<file path="src/rtl/assert_macros.svh">
// Assertion macros for the RTL of the activation block.
`ifndef ASSERT_MACROS_SVH
`define ASSERT_MACROS_SVH

// Plain property, checked on every rising clock edge outside reset.
`define PLA_ASSERT(label, clk, rst_n, prop, msg) \
    label: assert property (@(posedge clk) disable iff (!rst_n) (prop)) \
        else $error(msg);

// Same-cycle implication, checked outside reset.
`define PLA_ASSERT_IMPL(label, clk, rst_n, pre, post, msg) \
    label: assert property (@(posedge clk) disable iff (!rst_n) (pre) |-> (post)) \
        else $error(msg);

`endif

</file>
<file path="src/rtl/pla_pkg.sv">
// Package: word types, command codes and helpers of the activation block.
`default_nettype none

package pla_pkg;

    typedef enum logic [1:0] {
        KIND_SLOPE  = 2'd0,
        KIND_SCALE  = 2'd1,
        KIND_BUILD  = 2'd2,
        KIND_SAMPLE = 2'd3
    } t_kind;

    typedef struct packed {
        t_kind              kind;
        logic [3:0]         channel;
        logic [3:0]         slope_index;
        logic signed [31:0] value;
        logic [30:0]        reciprocal_scale;
    } t_in_word;

    typedef struct packed {
        logic signed [31:0] result_value;
        logic [3:0]         segment;
        logic               saturated;
    } t_out_word;

    // Decoded command held in the queue between front and back.
    typedef struct packed {
        t_kind              kind;
        logic [3:0]         channel;
        logic               slope_ok;
        logic [3:0]         slope_index;
        logic signed [31:0] value;
        logic [30:0]        reciprocal_scale;
    } t_cmd;

    typedef struct packed {
        logic full;
        logic empty;
    } t_q_stat;

    typedef struct packed {
        logic busy;
        logic out_load;
    } t_back_stat;

    localparam logic signed [63:0] LIM48_MAX = 64'sh0000_7FFF_FFFF_FFFF;
    localparam logic signed [63:0] LIM48_MIN = -64'sh0000_8000_0000_0000;
    localparam logic signed [63:0] LIM32_MAX = 64'sh0000_0000_7FFF_FFFF;
    localparam logic signed [63:0] LIM32_MIN = -64'sh0000_0000_8000_0000;

    function automatic logic signed [47:0] sat48(input logic signed [63:0] v);
        logic signed [47:0] r;
        if (v > LIM48_MAX) begin
            r = LIM48_MAX[47:0];
        end else if (v < LIM48_MIN) begin
            r = LIM48_MIN[47:0];
        end else begin
            r = v[47:0];
        end
        return r;
    endfunction

    function automatic logic signed [63:0] sext48(input logic signed [47:0] v);
        return {{16{v[47]}}, v};
    endfunction

endpackage

`default_nettype wire

</file>
<file path="src/rtl/pla_fifo.sv">
// Command queue between the front end and the execution back end.
`default_nettype none

module pla_fifo #(
    parameter int DEPTH = 4
) (
    input  wire              i_clk,
    input  wire              i_rst_n,
    input  wire              i_push,
    input  pla_pkg::t_cmd    i_word,
    input  wire              i_pop,
    output pla_pkg::t_cmd    o_word,
    output pla_pkg::t_q_stat o_stat
);
    import pla_pkg::*;

    localparam int PTR_W = (DEPTH > 1) ? $clog2(DEPTH) : 1;
    localparam int CNT_W = $clog2(DEPTH + 1);

    t_cmd             r_mem [DEPTH];
    logic [PTR_W-1:0] r_wr_ptr;
    logic [PTR_W-1:0] r_rd_ptr;
    logic [CNT_W-1:0] r_count;

    logic do_push;
    logic do_pop;

    assign do_push = i_push && (r_count != CNT_W'(DEPTH));
    assign do_pop  = i_pop && (r_count != '0);

    assign o_word       = r_mem[r_rd_ptr];
    assign o_stat.full  = (r_count == CNT_W'(DEPTH));
    assign o_stat.empty = (r_count == '0);

    always_ff @(posedge i_clk) begin
        if (do_push) begin
            r_mem[r_wr_ptr] <= i_word;
        end
    end

    always_ff @(posedge i_clk) begin
        if (!i_rst_n) begin
            r_wr_ptr <= '0;
            r_rd_ptr <= '0;
            r_count  <= '0;
        end else begin
            if (do_push) begin
                r_wr_ptr <= (r_wr_ptr == PTR_W'(DEPTH - 1)) ? '0 : r_wr_ptr + 1'b1;
            end
            if (do_pop) begin
                r_rd_ptr <= (r_rd_ptr == PTR_W'(DEPTH - 1)) ? '0 : r_rd_ptr + 1'b1;
            end
            if (do_push && !do_pop) begin
                r_count <= r_count + 1'b1;
            end else if (do_pop && !do_push) begin
                r_count <= r_count - 1'b1;
            end
        end
    end

endmodule

`default_nettype wire

</file>
<file path="config.mk">
export PLATFORM = sky130hd
export DESIGN_NAME = pla_fifo
export DESIGN_NICKNAME = d
export VERILOG_FILES = /design/src/rtl/assert_macros.svh /design/src/rtl/pla_pkg.sv /design/src/rtl/pla_fifo.sv
export SDC_FILE = /design/constraint.sdc
export NUM_CORES = 1
export LEC_CHECK = 0
export BUFFER_PORTS_ARGS = -buffer_cell sky130_fd_sc_hd__buf_4
export CAP_MARGIN = 10
export CORE_ASPECT_RATIO = 0.8
export CORE_MARGIN = 2
export CORE_UTILIZATION = 55
export CTS_CLUSTER_DIAMETER = 80
export DETAILED_ROUTE_END_ITERATION = 7
export PLACE_DENSITY = 0.78
export SLEW_MARGIN = 20
export SYNTH_ARGS = -nofsm -noshare
export SYNTH_HDL_FRONTEND = slang
export SYNTH_SLANG_ARGS = --single-unit
</file>
<file path="constraint.sdc">
create_clock -name i_clk -period 4.2 [get_ports i_clk]
set_input_delay 0.21 -clock i_clk [delete_from_list [all_inputs] [get_ports i_clk]]
set_output_delay 0.21 -clock i_clk [all_outputs]
set_load 0.005 [all_outputs]
</file>
# Word level (Yosys, flattened, before mapping)
# Memories as Yosys holds them, arrays and structs flattened. A register that Yosys moved wholly into a read port is not among the register bits.
# Cells that the tools add are included.
# Widths: inputs -> output; s select.
dict set report word_totals {
  mem_count 1
  wordCells 29
  out_inout_bits 76
  ramBits 296
  in_bits 78
  ff_bits 7
}
dict set report op_classes {
  n_mux 8
  eq_ne 4
  reduce_logical 9
  n_addsub 4
}
# name words word_bits rd rd_ports_with_merged_regs wr line
set mem_list {}
lappend mem_list {r_mem 4 74 1 1 1 pla_fifo.sv:20} ;# t_cmd r_mem [DEPTH];
# operator count
set ops {}
lappend ops {{$mux 2} 4}
lappend ops {{$mux 3} 2}
lappend ops {{$add 2x1->2 const B} 2}
lappend ops {{$eq 2x2->1 const B} 2}
lappend ops {{$logic_and 1x1->1} 4}
lappend ops {{$add 3x1->3 const B} 1}
lappend ops {{$eq 3x3->1 const B} 1}
lappend ops {{$logic_not 3->1} 1}
lappend ops {{$ne 3x3->1 const B} 1}
lappend ops {{$reduce_bool 3->1} 1}
lappend ops {{$sub 3x1->3 const B} 1}
lappend ops {{$logic_not 1->1} 2}
lappend ops {{$mux 1} 2}
lappend ops {{$reduce_bool 2->1} 1}

# Depth between registers and ports, before layout
dict set report logic_depth {
  depth_word 6
  mapped_depth 9
  depth_no_buf 8
}

# Least setup slack after synthesis
# No wires, ideal clock.
dict set report synth_timing {
  path_kind {flip-flop to flip-flop}
  from {register r_count[0]}
  to {memory r_mem[0][0] in the netlist's numbering, enable pin}
  stages_incl_launch_ff 5
  slack_ps 1241
  arrival_ps 2519
  synth_period_minus_slack_ps 2959
  n_path_buf 1
  setup_time_ps 440
  required_time_ps 3760
  cell_sequence {dfxtp_1 > nor3b_1 > nor2b_1 > buf_2 > and2_1}
}
dict set report synth_via {
  elab_chain_len 4
}
# item line
set synth_rtl {}
lappend synth_rtl {{start, declared} pla_fifo.sv:23} ;# logic [CNT_W-1:0] r_count;
lappend synth_rtl {{start signal, assigned} pla_fifo.sv:54} ;# r_count <= r_count + 1'b1;
lappend synth_rtl {{start signal, assigned} pla_fifo.sv:56} ;# r_count <= r_count - 1'b1;
lappend synth_rtl {{$ne 3x3->1} pla_fifo.sv:28} ;# assign do_push = i_push && (r_count != CNT_W'(DEPTH));
lappend synth_rtl {{$logic_and 1x1->1} pla_fifo.sv:28}
lappend synth_rtl {{via do_push} pla_fifo.sv:25} ;# logic do_push;
lappend synth_rtl {{$mux 1} pla_fifo.sv:36} ;# if (do_push) begin
lappend synth_rtl {{$mux 1 (not written as such)} pla_fifo.sv:37} ;# r_mem[r_wr_ptr] <= i_word;
lappend synth_rtl {{end, declared} pla_fifo.sv:20}
# The timed path passes the listed nets, and every way through them passes these cells.

==> Implementation_results.wiki <==
{| class="wikitable"
! Metric !! Value
|-
| Status || finished clean
|-
| Clock Skew || 10.59 ps
|-
| Effective utilization at floorplan || 56.18%
|-
| Grt met1 use || 27.10%
|-
| Max-capacitance violation count || 0
|-
| Net count of the finished layout || 770
|-
| Final wirelength || 20780 um
|-
| Final Hold Vio Count || 0
|-
| Main synth FF type || edfxtp_1
|-
| Routability Congestion || 0.7274
|-
| Cell leakage power || 4.855 nW
|-
| Worst slew margin relative to its limit || 27.44%
|-
| Sequential share of power || 48.5%
|-
| Total Die Area || 21450 um^2
|-
| Final core utilization || 71.83%
|-
| Achievable clock frequency || 360.2 MHz
|-
| CTS resizes || 0
|-
| Worst setup path class || flop to primary output
|-
| Number of global-route vias before repair || 5653
|-
| M2 GR Usage || 31.06%
|-
| Std-Cell Rows || 46
|-
| Summed instance area of the synthesized netlist || 11160 um^2
|-
| Async S/R FF share, synth || 0%
|-
| Final global-route overflow total || 0
|-
| Number of levels in the clock H-tree || 1
|-
| Combinational group share of total power || 21.6%
|-
| WP data required || 3990 ps
|-
| CTS root buffer || clkbuf_16
|-
| Hold-critical path depth || 3
|-
| Post-synthesis xor/xnor area fraction || 0.1570%
|-
| CP Launch Type || flop
|-
| Wire length of the first global-routing pass || 31430 um
|-
| Sequential area share after synthesis || 81.29%
|-
| Worst R2R Path Depth || 8
|-
| Average via count per standard cell || 5.505
|-
| Worst Setup End Kind || primary output
|-
| Maximum number of pins on one net before global-route repair || 75
|-
| DP Wirelength || 11700 um
|-
| Area fraction in compound gates after synthesis || 0.2692%
|-
| Maximum vdd ir drop || 0.0004296 V
|-
| Post-Synthesis Mean Instance Area || 25.53 um^2
|-
| Area growth, synth to finish || 27.86%
|-
| Basic-gate share of the synthesized area counting and, or, nand and nor cells || 0.9197%
|-
| Register bit total from synthesis || 305
|-
| Largest family of logic cells by synthesized area || multiplexers
|-
| Mean routed wirelength per cell || 21.31 um
|-
| Height of the chip || 131.4 um
|-
| First-pass iteration count of the detailed router || 4
|-
| Leading area contributor after synthesis || edfxtp_1
|-
| Clock network latency to the later pin of the worst-skew pair || 540 ps
|-
| Clock buffer count from CTS || 29
|-
| Switch share || 24.25%
|-
| Number of placed I/O pins || 154
|-
| Total routing resource utilization after global routing || 19.21%
|-
| Worst Tran Pin Value || 1088 ps
|-
| Arrival @ worst endpoint || 2570 ps
|-
| Clock-pin transition on the worst setup and hold timing paths || 60 ps
|-
| Yosys warns || 0
|-
| Number of synthesized flops with an enable pin || 296
|-
| Number of antenna violations at the first check in global routing || 2
|-
| Clock buffer depth || 3
|-
| # Post-CTS Setup Buffers || 0
|-
| Area fraction of the dominant cell type after synthesis || 79.68%
|-
| Number of unique standard cell types used by synthesis || 24
|-
| Arithmetic-cell share of the synthesized area counting full adders, half adders and majority gates || 0.8524%
|-
| Via Count || 5367
|-
| Chip width || 163.2 um
|-
| Clock tree from TritonCTS || done
|-
| Final period util || 66.11%
|-
| Setup tns final || 0 ps
|-
| Setup repair after global routing missed its margin || no
|-
| Critical path fanouts, max || 38
|-
| Layout cells sized above 1 || 39.41%
|-
| Power density over the cells || 568.5 nW/um^2
|-
| Number of nets produced by synthesis || 522
|-
| Detailed-route DRC error count || 0
|-
| Total of buffers placed on input and output ports || 153
|-
| Hold crit path type || input port to flop
|-
| Fin crit period || 2777 ps
|-
| Post-synthesis mux area share || 15.21%
|-
| Sink count of the clock tree || 305
|-
| Switching Power || 0.001966 W
|-
| Internal power || 0.006143 W
|-
| Met3 layer usage reported by global route || 4.293%
|-
| Count of antenna-violating nets left after detailed routing || 0
|-
| Clock network fraction of total power || 30.0%
|-
| Pins Over Slew Limit || 0
|-
| Layer with the highest usage after global routing || met2
|-
| Core footprint || 19860 um^2
|-
| Final Setup Violations || 0
|-
| DRC violation total after the first TritonRoute iteration || 465
|-
| Ranking of synthesized cells by area || edfxtp_1 80%, mux4_2 15%, dfxtp_1 1.6%
|-
| Post-synthesis cell count || 437
|-
| Number of fill cells || 1155
|}
synthesized netlist by cell type, types with 2 or more instances:
cell and instances:
and2_1 5, buf_2 8, buf_6 7, clkbuf_1 2, dfxtp_1 9, edfxtp_1 296, ha_1 6, inv_1 3
mux2i_1 3, mux4_2 74, nand2_1 6, nand3_1 2, nor2_1 2, nor2b_1 2, o21ai_0 3
layout make-up:
class	instances	area [um^2]	share of cell area, %
clock inverter	14	91.34	0.6403
sequential	305	9076	63.63
timing repair buffer	235	1997	14.00
multi-input combinational	111	1952	13.68
antenna	3	7.507	0.05263
clock buffer	40	798.3	5.596
inverter	3	11.26	0.07895
tap	264	330.3	2.316
path summary, 6_finish.rpt:
check	end	start	slack [ps]
worst max-delay path	o_word[32]	flop	1420
worst min-delay path	flop	i_pop	140
worst max register to register	r_count[2]	r_count[0]	1710
worst min register to register	r_wr_ptr[1]	r_wr_ptr[1]	520
power groups by stage:
stage / Combinational [W] / Clock (W) / Sequential (W)
after detailed placement: 0.00171 / 0 / 0.00400
after global routing: 0.00188 / 0.00260 / 0.00398
after CTS: 0.00177 / 0.00247 / 0.00394
after floorplan: 0.00104 / 0 / 0.00385
after global placement: 0.00168 / 0 / 0.00397
final: 0.00175 / 0.00243 / 0.00393
layout by cell type (no fill, tap or decap), types with 4 or more instances in the layout:
cell type / synthesis / routed
and2_4: 0 / 4
buf_4: 1 / 157
clkbuf_1: 2 / 9
clkbuf_16: 0 / 30
clkinv_1: 0 / 6
clkinv_2: 0 / 6
dfxtp_1: 9 / 7
dlygate4sd3_1: 0 / 75
edfxtp_1: 296 / 296
ha_1: 6 / 6
mux4_2: 74 / 74
nand2_1: 6 / 6
registers in the layout (all words and copies together) (netlist names), named ones only:
signal    flops
r_count       3
r_mem       296
r_rd_ptr      2
r_wr_ptr      2
routing by layer:
metal / wire length (um) / vias to the layer above
met4: 421 / 0
met1: 8652 / 2772
li1: - / 2368
met3: 1394 / 36
met5: 0 / -
met2: 10310 / 191
critical path, cell delays in order, from the launching register on:
cell     delay, ps
dfxtp_4        850
buf_12         370
mux4_2         590
buf_4          160
cells by family after synthesis:
family / Yosys count
flops: 305
mux: 77
buf+inv: 21
simple gates: 20
fa+ha+maj: 7
compound gates: 5
xor+xnor: 2
per-stage QoR:
step / total power, W / area, um^2 / std cells / worst slack, ps / hold slack [ps]
2_1_floorplan: 0.004889 / 11160 / 437 / 1241 / 308.9
3_3_place_gp: 0.005656 / 12570 / 841 / 1875 / 408.0
3_5_place_dp: 0.005714 / 12570 / 841 / 1717 / 411.6
4_1_cts: 0.008186 / 14210 / 970 / 1355 / 120.9
5_1_grt: 0.008461 / 14260 / 974 / 1246 / 168.3
6_report: 0.008109 / 14260 / 975 / 1423 / 143.4
what timing repair did:
item | in CTS | in global routing
hold buffers | 75 | 0
endpoints found under the hold margin | 300 | 0
endpoints found under the setup margin | 0 | 0
Power figures use the tool's default switching activity.
